===== config.mk =====
export PLATFORM = sky130hd
export DESIGN_NAME = sfc32_stream_generator
export DESIGN_NICKNAME = d
export VERILOG_FILES = /design/src/hdl/sfc32_pkg.sv /design/src/hdl/sfc32_out_skid.sv /design/src/hdl/sfc32_stream_generator.sv
export SDC_FILE = /design/constraint.sdc
export NUM_CORES = 1
export LEC_CHECK = 0
export ABC_AREA = 1
export BUFFER_PORTS_ARGS = -buffer_cell sky130_fd_sc_hd__buf_2
export CORE_ASPECT_RATIO = 0.8
export CORE_MARGIN = 8
export CORE_UTILIZATION = 50
export DETAILED_ROUTE_END_ITERATION = 10
export PLACE_DENSITY = 0.73
export SLEW_MARGIN = 5
export SYNTH_ARGS = -nofsm -noshare
export SYNTH_HDL_FRONTEND = slang
export SYNTH_SLANG_ARGS = --single-unit

===== constraint.sdc =====
create_clock -name clock -period 5.8 [get_ports clock]
set_input_delay 0.87 -clock clock [delete_from_list [all_inputs] [get_ports clock]]
set_output_delay 0.87 -clock clock [all_outputs]
set_load 0.05 [all_outputs]

===== src/hdl/sfc32_pkg.sv =====
// Package for the SFC32 stream generator: state type, step constants and
// the single-step advance function. No dependencies.
package sfc32_pkg;

   localparam int WORD_W   = 32;
   localparam int STREAM_W = 8;
   localparam int SHIFT_A  = 9;
   localparam int ROT_C    = 21;
   localparam int MUL_SH   = 3;   // times 9 is (x << 3) + x

   localparam logic KIND_DRAW = 1'b0;
   localparam logic KIND_SEED = 1'b1;

   localparam logic [STREAM_W-1:0] STREAM_RESET = 8'd1;

   typedef logic [WORD_W-1:0] word_type;

   typedef struct packed {
      word_type a;
      word_type b;
      word_type c;
      word_type ctr;
   } sfc_state_type;

   function automatic word_type sfc_sum(input sfc_state_type s);
      return s.a + s.b + s.ctr;
   endfunction

   function automatic sfc_state_type sfc_advance(input sfc_state_type s,
                                                 input logic [STREAM_W-1:0] step);
      sfc_state_type n;
      word_type      sum;
      sum   = sfc_sum(s);
      n.ctr = s.ctr + {{(WORD_W-STREAM_W){1'b0}}, step};
      n.a   = s.b ^ (s.b >> SHIFT_A);
      n.b   = (s.c << MUL_SH) + s.c;
      n.c   = sum + ((s.c << ROT_C) | (s.c >> (WORD_W - ROT_C)));
      return n;
   endfunction

endpackage


===== src/hdl/sfc32_out_skid.sv =====
// Result register with one skid entry for the SFC32 stream generator.
// Depends on sfc32_pkg.
module sfc32_out_skid (
   input  logic                clock,
   input  logic                reset,
   input  logic                push_valid,
   input  sfc32_pkg::word_type push_word,
   output logic                skid_full,
   output logic                rsp_valid,
   input  logic                rsp_stall,
   output sfc32_pkg::word_type rsp_random_word
);
   import sfc32_pkg::*;

   logic     out_valid_ff, out_valid_in;
   word_type out_word_ff, out_word_in;
   logic     skid_valid_ff, skid_valid_in;
   word_type skid_word_ff, skid_word_in;
   logic     take;

   assign take = out_valid_ff && !rsp_stall;

   always_comb begin
      out_valid_in  = out_valid_ff;
      out_word_in   = out_word_ff;
      skid_valid_in = skid_valid_ff;
      skid_word_in  = skid_word_ff;
      if (take || !out_valid_ff) begin
         if (skid_valid_ff) begin
            out_valid_in  = 1'b1;
            out_word_in   = skid_word_ff;
            skid_valid_in = push_valid;
            skid_word_in  = push_word;
         end else begin
            out_valid_in = push_valid;
            out_word_in  = push_word;
         end
      end else if (push_valid) begin
         skid_valid_in = 1'b1;
         skid_word_in  = push_word;
      end
   end

   always_ff @(posedge clock) begin
      if (reset) begin
         out_valid_ff  <= 1'b0;
         skid_valid_ff <= 1'b0;
      end else begin
         out_valid_ff  <= out_valid_in;
         skid_valid_ff <= skid_valid_in;
      end
      out_word_ff  <= out_word_in;
      skid_word_ff <= skid_word_in;
   end

   assign skid_full       = skid_valid_ff;
   assign rsp_valid       = out_valid_ff;
   assign rsp_random_word = out_word_ff;

endmodule


===== src/hdl/sfc32_stream_generator.sv =====
// Top level of the SFC32 stream generator: state registers, seed sequencer
// and configuration register. Depends on sfc32_pkg and sfc32_out_skid.
//
// Usage:
//   req_ channel (valid/stall): req_kind selects a draw or a seed; a transfer
//   happens when req_valid is high and req_stall is low.
//   rsp_ channel (valid/stall): one rsp_random_word per draw, in order.
//   csr_ channel (valid/ready): writes stream_step; csr_ready is always high.
// Throughput: one draw per cycle while req_stall is low. A seed loads the
//   state, then its SEED_ROUNDS rounds run one per cycle through the single
//   step unit, with req_stall high until they finish. A seed gives no result.
// Result path: a draw's result is on rsp_ in the cycle after its transfer when no
//   earlier result is held; otherwise it waits in the skid behind that one.
// Stall: while rsp_stall holds a result, the next result goes to a one-entry skid; while the skid
//   is occupied req_stall is high. No result is lost or repeated.
// Reset: the state words clear to zero, stream_step returns to 1 and both
//   result entries empty. A draw before any seed starts from the zero state.
module sfc32_stream_generator #(
   parameter int SEED_ROUNDS = 16
) (
   input  logic                                clock,
   input  logic                                reset,
   input  logic                                req_valid,
   output logic                                req_stall,
   input  logic                                req_kind,
   input  sfc32_pkg::word_type                 req_seed_value,
   output logic                                rsp_valid,
   input  logic                                rsp_stall,
   output sfc32_pkg::word_type                 rsp_random_word,
   input  logic                                csr_valid,
   output logic                                csr_ready,
   input  logic [sfc32_pkg::STREAM_W-1:0]      csr_stream_step
);
   import sfc32_pkg::*;

   localparam int RW = $clog2(SEED_ROUNDS + 1);

   sfc_state_type         state_ff, state_in;
   logic [STREAM_W-1:0]   stream_ff;
   logic [RW-1:0]         round_ff, round_in;
   logic                  seeding;
   logic                  skid_full;
   logic                  req_fire;
   logic                  draw_fire;
   logic                  seed_fire;
   sfc_state_type         seed_state;

   assign seeding   = (round_ff != '0);
   assign req_stall = seeding || skid_full;
   assign req_fire  = req_valid && !req_stall;
   assign draw_fire = req_fire && (req_kind == KIND_DRAW);
   assign seed_fire = req_fire && (req_kind == KIND_SEED);
   assign csr_ready = 1'b1;

   always_comb begin
      seed_state.a   = '0;
      seed_state.b   = '0;
      seed_state.c   = req_seed_value;
      seed_state.ctr = {{(WORD_W-STREAM_W){1'b0}}, stream_ff};
      state_in = state_ff;
      round_in = round_ff;
      if (seeding) begin
         state_in = sfc_advance(state_ff, stream_ff);
         round_in = round_ff - 1'b1;
      end else if (seed_fire) begin
         state_in = seed_state;
         round_in = RW'(SEED_ROUNDS);
      end else if (draw_fire) begin
         state_in = sfc_advance(state_ff, stream_ff);
      end
   end

   always_ff @(posedge clock) begin
      if (reset) begin
         state_ff  <= '0;
         round_ff  <= '0;
         stream_ff <= STREAM_RESET;
      end else begin
         state_ff <= state_in;
         round_ff <= round_in;
         if (csr_valid && csr_ready) begin
            stream_ff <= csr_stream_step;
         end
      end
   end

   sfc32_out_skid u_out (
      .clock           (clock),
      .reset           (reset),
      .push_valid      (draw_fire),
      .push_word       (sfc_sum(state_ff)),
      .skid_full       (skid_full),
      .rsp_valid       (rsp_valid),
      .rsp_stall       (rsp_stall),
      .rsp_random_word (rsp_random_word)
   );

`ifndef NO_ASSERTIONS
   a_seed_loads_rounds : assert property (@(posedge clock) disable iff (reset)
      seed_fire |=> (round_ff == RW'(SEED_ROUNDS)))
      else $error("seed transfer did not start the round count");

   a_draw_gives_result : assert property (@(posedge clock) disable iff (reset)
      draw_fire |=> rsp_valid)
      else $error("draw transfer produced no result");

   a_skid_implies_out : assert property (@(posedge clock) disable iff (reset)
      skid_full |-> rsp_valid)
      else $error("skid entry held while result register empty");

   a_round_counts_down : assert property (@(posedge clock) disable iff (reset)
      seeding |=> (round_ff == $past(round_ff) - 1'b1))
      else $error("seed rounds did not count down");
`endif

endmodule

==> results of run 1 <==
-- per-layer routing --
layer | GRT usage, % | up-vias | part of all wire [%]
met4 | 6.18 | 2 | 2.4
met1 | 40.0 | 6405 | 47
met5 | 0 | - | 0.027
met2 | 38.5 | 586 | 41
li1 | - | 6654 | -
met3 | 5.36 | 68 | 9.7
-- how the worst max path moves through the flow --
stage / from / to / slack (ns)
floorplan: rsp_stall / u_out.skid_word_ff[0] / 1.31
global placement: state_ff[1] / state_ff[60] / 1.19
detailed placement: state_ff[1] / state_ff[60] / 1.06
CTS: state_ff[1] / state_ff[60] / 1.05
global route: state_ff[1] / state_ff[60] / 0.71
finish: state_ff[1] / state_ff[60] / 0.89
-- area by class of cell --
type | count | area, sq um | area share [%]
Sequential cell | 207 | 4780 | 30.3
Clock buffer | 30 | 634 | 4.01
Multi-Input combinational cell | 1526 | 8710 | 55.1
Clock inverter | 11 | 136 | 0.863
Timing Repair Buffer | 87 | 470 | 2.98
Tap cell | 370 | 463 | 2.93
Inverter | 161 | 604 | 3.82
-- registers in the layout, summed over array words and instances (netlist names) --
register and flops:
stream_ff 8, u_out.rsp_valid 1, u_out.skid_full 1, round_ff 5, u_out.skid_word_ff 32, u_out.rsp_random_word 32
state_ff 128
-- where the power goes --
group	switching [mW]	internal, mW	leakage (nW)	total, mW
Sequential	0.446	1.96	1.84	2.40
Clock	0.626	0.906	0.391	1.53
Combinational	3.27	1.46	5.16	4.73
-- cells in the final DEF (no fill, tap or decap), types with 5 or more instances in the layout --
| master | count |
|---|---|
| inv_1 | 153 |
| a21o_1 | 19 |
| inv_2 | 7 |
| o21bai_1 | 10 |
| fa_1 | 35 |
| nand3_1 | 85 |
| buf_2 | 78 |
| nand3b_1 | 12 |
| buf_4 | 8 |
| dfxtp_1 | 143 |
| or2_2 | 12 |
| and2_1 | 5 |
| edfxtp_1 | 64 |
| a21oi_1 | 213 |
| o21ai_0 | 87 |
| o211ai_1 | 7 |
| o21a_1 | 9 |
| nor3_1 | 23 |
| o21ai_1 | 7 |
| a22o_1 | 11 |
| ha_1 | 102 |
| nor2_1 | 136 |
| nand4_1 | 22 |
| clkbuf_16 | 23 |
| xor2_1 | 55 |
| nor4_1 | 6 |
| nand2_1 | 586 |
| a31oi_1 | 27 |
| clkinv_2 | 5 |
| xnor2_1 | 15 |
-- worst max-delay path: cells and delay by family, from the launching register on --
family | cells | cell delay (ns)
and+or+nand+nor | 10 | 1.38
buffers and inverters | 2 | 0.15
DFF | 1 | 0.34
adders and majority gates | 4 | 1.77
xor gates and xnor gates | 1 | 0.17
AOI/OAI and AO/OA | 5 | 0.93
-- stage by stage --
stage	std cells	hold slack, ns	total power [mW]	utilization [%]	instance area, sq um
after floorplan	1941	0.439	5.48	-	14300
after global placement	2351	0.450	6.95	53.3	15000
after detailed placement	2351	0.454	7.02	53.3	15000
after CTS	2392	0.463	8.58	56.0	15800
after global routing	2392	0.477	9.15	56.0	15800
final	2392	0.461	8.66	56.0	15800
-- kinds of logic after synthesis --
| group | count (synthesis) |
|---|---|
| AOI/OAI and AO/OA | 410 |
| xor gates and xnor gates | 70 |
| adders and majority gates | 137 |
| buffers and inverters | 208 |
| DFF | 207 |
| other | 1 |
| and+or+nand+nor | 908 |
==> impl_metrics.toml, run 1 <==
[placed_design]
port_buffers = 79
post-place-ws_ns = 1.06
place_congestion = 0.986
dp_hpwl_um = 37400

[logic_synthesis]
async_reset_ff_share_pct = 0
synth-simple-area-share_pct = 26.6
synth_area_per_cell_sq_um = 7.38
synth.largest_area_cell = "dfxtp_1"
syn_inst = 1941
netlist_area_sq_um = 14300
synth_top_family_by_area = "simple AND/OR/NAND/NOR gates"
synth_xor_xnor_area_share_pct = 4.28
synthTopCellsByCount = "586 x nand2_1, 213 x a21oi_1, 153 x inv_1"
synth_top_area_share_pct = 20.0
synth_compound_gate_area_share_pct = 16.1
synth_edf_count = 64
yosysSeqAreaShare_pct = 33.4
synth_most_common_cell = "nand2_1"
synth_mux_area_share_pct = 0
synth_flop_cell = "dfxtp_1"
yosys.area_share.adder_pct = 13.8
synth_fp_nets = 2124
synth-seq-cells = 207
synth_area_leaders = "dfxtp_1 20%, nand2_1 15%, edfxtp_1 13%"
ys_types = 56
synth_warnings = 0

[critical_path]
r2r_end = "state_ff[60]"
cp_slowest_cell = "fa_1"
path_class = "flip-flop to flip-flop"
crit_chain = "inv_1, fa_1, inv_1, ha_1, fa_1, nand2_1, nand2_1, nand3b_1, nand2_1, nand2_1, nand2_1, a21oi_1, xnor2_1, ha_1, nand2_1, o21ai_0, a21oi_1, nand3_1, a21oi_1, or2_2, nand3_1, a21oi_1"
endpoint_kind = "flip-flop"
worst_path_most_repeated_cell = "nand2_1"
cp_slowest_stage_delay_ns = 0.55
r2r_cells = 22
r2r_slack_ns = 0.89
startpoint_type = "flip-flop"
rr_startpoint = "state_ff[1]"
arrival_ns = 5.29
cp_max_fo = 6
cp.required_ns = 6.18

[clock_tree]
clk_pin_slew_ns = 0.07
clk_latency_ns = 0.53
cts.sinks = 207
clockRootBuffer = "clkbuf_16"
numCtsBuffers = 23
cts_hold_buf = 0
cts_setup_buffers = 0
cts_tree = "built"
htreeDepth = 1
cts.path.max_buffers = 3
cts-resized-gates = 0

[timing]
fin_setup_tns_ns = 0
min_period_ns = 4.91
tightest_slew_ns = 0.973
finalSetupViolCount = 0
finalCritPeriodShare_pct = 84.6
slew_viol_final = 0
setup_ws_ns = 0.891
rsz0062_at_grt = "false"
hold_viol = 0
timing.fmax_mhz = 204
skew_ns = 0.0260
max_slew_margin_pct = 34.9

[power_and_ir_drop]
p_leak_nw = 7.39
powerDensity_nw_per_um2 = 548
ir_worst_vdd_v = 0.000638

[drt]
dr.pass1.iters = 8
via_count = 13700
drt_iter0_drc = 1573
routed_wl_um = 47300
drc = 0
ant_nets = 0
post_drt_wl_per_cell_um = 19.8
viasPerCell = 5.73

[die]
io-pin-count = 81
die_w_um = 205
core_sq_um = 28200
fp.dieH_um = 167
placementRows = 55
initial_utilization_pct = 50.8
floorplan.die_area_sq_um = 34400

[global_route]
grt_pass1_wl_um = 72100
gr-usage-all-layers_pct = 26.6
antenna_found_initial = 3
grt_pass1_vias = 12500
grt_max_degree = 98
grt_overflow = 0

[layout]
antenna_cells = 0
fillCellCount = 2703
drive_gt1_share_pct = 8.16
nets = 2189
area_growth_syn_to_layout_pct = 10.3

[min_path]
min_path_type = "flip-flop to flip-flop"
holdPathStages = 2
worstHoldEndpoint = "round_ff[0]"
worstHoldStart = "round_ff[0]"

[flow_run]
maxCapViolCount = 0

[run_status]
status = "finished, final reports clean"
(Power assumes the default switching activity.)
==> run 2: changes to the inputs <==
Settings changed: ABC_AREA 1 to 0, PLACE_DENSITY 0.73 to 0.74.
Clock period 5.8 ns to 5 ns, I/O delays scaled along.
==> run 2 against run 1 <==
Maximum frequency fell by 1.7%. Critical path depth grew 3. Largest power group unchanged. First-iteration DRC count decreased by 34%. Register-to-register slack worse by 0.88 ns. Combinational power is 37% higher. Die area is 6.1% lower. Synthesized cell count decreased by 27%. Non-clock buffer count increased by 133. Final cell count is 18% lower. Hold slack got worse by 0.014 ns. Clock skew decreased by 0.0033 ns. Clock power grew 5%.
==> impl_metrics.toml, run 2 <==
[run_status]
status = "finished, final reports clean"

[drt]
dr.pass1.iters = 8
viasPerCell = 6.05
routed_wl_um = 41100
drt_iter0_drc = 1042
ant_nets = 0
drc = 0
via_count = 11900
post_drt_wl_per_cell_um = 20.9

[timing]
min_period_ns = 4.99
finalSetupViolCount = 0
max_slew_margin_pct = 22.5
hold_viol = 0
finalCritPeriodShare_pct = 99.8
skew_ns = 0.0228
slew_viol_final = 0
tightest_slew_ns = 1.16
timing.fmax_mhz = 200
fin_setup_tns_ns = 0
rsz0062_at_grt = "true"

[global_route]
antenna_found_initial = 0
grt_pass1_vias = 10900
gr-usage-all-layers_pct = 24.7
grt_overflow = 0
grt_max_degree = 76
grt_pass1_wl_um = 62400

[critical_path]
cp_slowest_cell = "fa_1"
cp.depth = 25
endpoint = "state_ff[58]"
path_class = "flip-flop to flip-flop"
endpoint_kind = "flip-flop"
r2r_end = "state_ff[58]"
startpoint_type = "flip-flop"
r2r_cells = 25
cp_max_fo = 3
r2r_slack_ns = 0.008
path_buf_inv = 5
cp_slowest_stage_delay_ns = 0.54
cp.required_ns = 5.37
worst_path_most_repeated_cell = "buf_4"
arrival_ns = 5.36
critPathTopFamily = "compound AO/OA/AOI/OAI gates"
startpoint = "state_ff[97]"
rr_startpoint = "state_ff[97]"

[logic_synthesis]
synth_edf_count = 64
syn_inst = 1415
synth_area_per_cell_sq_um = 9.45
synth-seq-cells = 207
synth.largest_area_cell = "dfxtp_1"
synth_most_common_cell = "nor2_1"
synth_area_leaders = "dfxtp_1 21%, edfxtp_1 14%, ha_1 9.5%"
synthTopCellsByCount = "169 x nor2_1, 143 x dfxtp_1, 102 x ha_1"
synth_fp_nets = 1598
netlist_area_sq_um = 13400
yosysSeqAreaShare_pct = 35.8
synth_top_area_share_pct = 21.4
synth_flop_cell = "dfxtp_1"
async_reset_ff_share_pct = 0
synth_warnings = 0
ys_types = 81

[die]
io-pin-count = 81
core_sq_um = 26300
fp.dieH_um = 162
placementRows = 53
initial_utilization_pct = 50.9
die_w_um = 199
floorplan.die_area_sq_um = 32300

[clock_tree]
cts_tree = "built"
clockRootBuffer = "clkbuf_16"
clk_pin_slew_ns = 0.06
cts_hold_buf = 0
clk_latency_ns = 0.52
numCtsBuffers = 22
htreeDepth = 1
cts.sinks = 207
cts.path.max_buffers = 3

[placed_design]
port_buffers = 79
place_congestion = 1.01
place_area_sq_um = 15000
dp_hpwl_um = 31400

[layout]
layout.cells.most_common = "nor2_1"
antenna_cells = 0
drive_gt1_share_pct = 22.6
area_growth_syn_to_layout_pct = 20.1
largest_register_ffs = 128
fillCellCount = 2225
nets = 1783
design_area_sq_um = 16100
top_register = "state_ff"
final_cell_mix = "162 x nor2_1, 142 x buf_4, 138 x dfxtp_1, 95 x ha_1, 81 x a21oi_1"

[power_and_ir_drop]
ir_worst_vdd_v = 0.000451
powerDensity_nw_per_um2 = 674
p_leak_nw = 7.27

[min_path]
min_path_type = "input port to flip-flop"

[flow_run]
maxCapViolCount = 0
-- run 2: cell types whose count changed in the layout (fill, tap and decap cells not counted), moves of 33 or more --
cell and change:
nand3_1 -54, a21oi_1 -132, buf_4 +134, a22oi_1 +57, nand2_1 -509, xnor2_1 +33
inv_1 -117
-- run 2: kinds of logic (layout without fill, tap and decap cells) --
| kind of cell | after synthesis | in the layout | share of synthesized area, % |
|---|---|---|---|
| AO/OA/AOI/OAI | 417 | 417 | 21.5 |
| XOR/XNOR | 115 | 115 | 7.63 |
| adder cells (fa/ha/maj) | 137 | 137 | 14.8 |
| buffers and inverters | 97 | 296 | 2.92 |
| flip-flops | 207 | 207 | 35.8 |
| multiplexers | 40 | 40 | 3.27 |
| other | 1 | 1 | 0.0280 |
| AND/OR/NAND/NOR | 401 | 401 | 14.1 |
-- run 2: power by group --
part | total, mW | switching (mW) | internal [mW]
Sequential | 2.73 | 0.451 | 2.28
Combinational | 6.48 | 3.76 | 2.72
Clock | 1.61 | 0.679 | 0.932
Total | 10.8 | 4.89 | 5.93
-- run 2: worst register-to-register path: stages (launching register included) --
cell,delay [ns]
dfxtp_2,0.33
inv_2,0.04
fa_1,0.54
inv_2,0.05
ha_4,0.15
fa_2,0.35
a211oi_2,0.26
nor2_2,0.09
o21bai_2,0.20
a21oi_2,0.09
o21ai_2,0.16
buf_4,0.13
nand2_1,0.07
xor2_2,0.29
ha_1,0.31
buf_4,0.15
a21oi_2,0.16
o211ai_1,0.12
o2111ai_1,0.15
o311ai_2,0.15
a31oi_1,0.19
buf_4,0.17
o21ai_4,0.07
xor2_1,0.15
a222oi_1,0.38
nor2_1,0.08
-- run 2: how the worst min path moves through the flow --
stage,startpoint,slack [ns],to,cells after the start
final,csr_stream_step[0],0.45,stream_ff[0],2
after global routing,csr_stream_step[0],0.43,stream_ff[0],2
after CTS,csr_stream_step[0],0.43,stream_ff[0],2
after detailed placement,round_ff[0],0.48,round_ff[0],2
after global placement,round_ff[0],0.47,round_ff[0],2
after floorplan,round_ff[0],0.46,round_ff[0],2
-- run 2: metal layers --
| metal | up-vias | GRT usage (%) | share of wire (%) |
|---|---|---|---|
| li1 | 5622 | - | - |
| met5 | - | 0 | 0 |
| met1 | 5688 | 36.9 | 46 |
| met2 | 547 | 35.4 | 40 |
| met4 | 0 | 5.42 | 2.6 |
| met3 | 65 | 5.96 | 11 |
-- run 2: repair_timing --
action | CTS | global route
gates resized for setup | 25 | 41
buffers inserted | 5 | 6
setup endpoints to repair | 11 | 18
pin swaps | 22 | 29
-- run 2: layout make-up --
| cell class | count | area [sq um] | share of cell area, % |
|---|---|---|---|
| flip-flops and latches | 207 | 4790 | 29.8 |
| inverters | 38 | 143 | 0.888 |
| clock inverters | 7 | 96.3 | 0.600 |
| repair buffers | 220 | 1460 | 9.07 |
| clock buffers | 31 | 594 | 3.70 |
| well taps | 357 | 447 | 2.78 |
| multi-input cells | 1111 | 8530 | 53.1 |
-- run 2: stage by stage --
| stage | hold slack [ns] | utilization [%] | worst slack (ns) | total power [mW] | std cells |
|---|---|---|---|---|---|
| after floorplan | 0.457 | - | 0.00105 | 6.45 | 1415 |
| after global placement | 0.469 | 57.1 | -0.181 | 8.66 | 1922 |
| after detailed placement | 0.481 | 57.1 | -0.293 | 8.76 | 1922 |
| after CTS | 0.433 | 60.2 | 0.0252 | 10.5 | 1965 |
| after global routing | 0.434 | 61.1 | -0.219 | 11.4 | 1971 |
| final | 0.447 | 61.1 | 0.00820 | 10.8 | 1971 |
==> run 3: changes to the inputs <==
Settings changed: SKIP_CTS_REPAIR_TIMING set to 1, SYNTH_HIERARCHICAL set to 1.
==> run 3 against run 2 <==
First-iteration DRC count shrank 17%. Sequential cell count unchanged. Sequential share of layout area rose by 0.97 points. Register-to-register slack hardly changed. Sequential power about the same. Synthesized cell count rose by 0.57%. Critical path depth down 2. Wire length shrank 5.6%. Die area rose by 0.13%. Final area decreased by 3.1%. Maximum frequency about the same. Critical path type unchanged. Critical endpoint is now state_ff[63]. Largest power group unchanged. Highest routed layer unchanged.
==> impl_metrics.toml, run 3 <==
[layout]
layout.cells.most_common = "a21oi_1"
largest_register_ffs = 128
nets = 1725
final_util_pct = 59.1
design_area_sq_um = 15600
antenna_cells = 0
seqCellArea_sq_um = 4790
top_register = "state_ff"
stdcell_count = 1917
final_cell_mix = "153 x a21oi_1, 138 x nand2_1, 137 x dfxtp_1, 95 x ha_1, 90 x nor2_1"
drive_gt1_share_pct = 19.6
area_growth_syn_to_layout_pct = 16.2
multi_input_area_sq_um = 8410
fillCellCount = 2272

[timing]
slew_viol_final = 0
timing.fmax_mhz = 200
hold_viol = 0
whs_ns = 0.446
tightest_slew_ns = 1.17
min_period_ns = 4.99
finalCritPeriodShare_pct = 99.9
rsz0062_at_grt = "true"
max_slew_margin_pct = 21.9
finalSetupViolCount = 0
skew_ns = 0.0118

[placed_design]
dp_hpwl_um = 28600
place_area_sq_um = 14400
place_congestion = 0.943
port_buffers = 79
dp_cells = 1864

[critical_path]
endpoint_kind = "flip-flop"
path_buf_inv = 0
critPathTopFamily = "compound AO/OA/AOI/OAI gates"
path_class = "flip-flop to flip-flop"
cp_slowest_cell = "fa_1"
crit_chain = "fa_1, ha_1, a21o_1, a21o_1, a21oi_2, nor2_1, o21bai_1, a21boi_2, a21oi_1, nor2b_1, nor2_1, xnor2_2, ha_4, o21ai_2, nor2b_2, or3_4, o211ai_2, a21boi_2, o41ai_2, o221ai_2, xnor2_1, xnor2_1, o22ai_1"
cp_max_fo = 3
cp.required_ns = 5.38
arrival_ns = 5.37
startpoint_type = "flip-flop"
cp_slowest_stage_delay_ns = 0.51

[logic_synthesis]
synth-seq-cells = 207
ys_types = 77
synth_edf_count = 64
synth_fp_nets = 1604
syn_inst = 1423
netlist_area_sq_um = 13400
synth_most_common_cell = "a21oi_1"
synth_warnings = 6
async_reset_ff_share_pct = 0
synthTopCellsByCount = "160 x a21oi_1, 143 x dfxtp_1, 139 x nand2_1"
synth_top_area_share_pct = 21.4
synth_area_leaders = "dfxtp_1 21%, edfxtp_1 14%, ha_1 9.3%"
synth_flop_cell = "dfxtp_1"
synth_area_per_cell_sq_um = 9.41
yosysSeqAreaShare_pct = 35.7
synth.largest_area_cell = "dfxtp_1"

[clock_tree]
clk_latency_ns = 0.52
numCtsBuffers = 22
cts.path.max_buffers = 3
cts_tree = "built"
htreeDepth = 1
clockRootBuffer = "clkbuf_16"
clk_pin_slew_ns = 0.07
cts.sinks = 207

[drt]
routed_wl_um = 38800
drc = 0
via_count = 11300
ant_nets = 0
drt_iter0_drc = 866
post_drt_wl_per_cell_um = 20.3
dr.pass1.iters = 5
viasPerCell = 5.88

[die]
placementRows = 53
initial_utilization_pct = 50.9
fp.dieH_um = 162
io-pin-count = 81
floorplan.die_area_sq_um = 32300
core_sq_um = 26300
die_w_um = 199

[global_route]
grt_pass1_vias = 10800
grt_pass1_wl_um = 60000
gr-usage-all-layers_pct = 23.3
grt_overflow = 0
antenna_found_initial = 0
grt_max_degree = 68

[power_and_ir_drop]
total_power_mw = 10.0
powerDensity_nw_per_um2 = 643
p_leak_nw = 6.86
ir_worst_vdd_v = 0.000428

[min_path]
min_path_type = "input port to flip-flop"

[flow_run]
maxCapViolCount = 0

[run_status]
status = "finished, final reports clean"
-- run 3: cell families after synthesis --
group           synth area share, %
flops                          35.7
fa+ha+maj                      14.6
buf+inv                        3.42
mux                            4.39
other cells                  0.0280
simple gates                   13.7
compound gates                 19.5
xor+xnor                       8.62
-- run 3: cell type report --
type	count	area share (%)
clock inverters	10	0.579
multi-input cells	1112	54.0
inverters	43	1.05
well taps	357	2.87
repair buffers	158	6.37
clock buffers	30	4.27
flip-flops and latches	207	30.8
-- run 3: path summary, 6_finish.rpt --
check	startpoint	to	slack, ns	depth (start not counted)
worst max-delay path	state_ff[66]	state_ff[63]	0.007	23
worst min-delay path	csr_stream_step[0]	stream_ff[0]	0.45	2
worst max register to register	state_ff[66]	state_ff[63]	0.007	23
worst min register to register	state_ff[97]	state_ff[97]	0.46	2
-- run 3: stage by stage --
stage	TNS, ns	setup slack (ns)
finish	0	0.00657
global route	-0.510	-0.191
CTS	-0.322	-0.128
detailed placement	-0.182	-0.0915
global placement	0	0.00683
floorplan	0	0.209
-- run 3: power by group --
part	switching (mW)	leakage (nW)	internal [mW]	total [mW]
registers	0.450	1.84	2.26	2.71
logic	3.29	4.64	2.30	5.59
clock network	0.716	0.377	0.990	1.71
-- run 3: routing by layer --
metal,GRT usage [%],share of wire (%)
met1,32.8,46
met4,6.36,2.7
met2,35.7,44
met5,0,0
met3,4.94,7.5
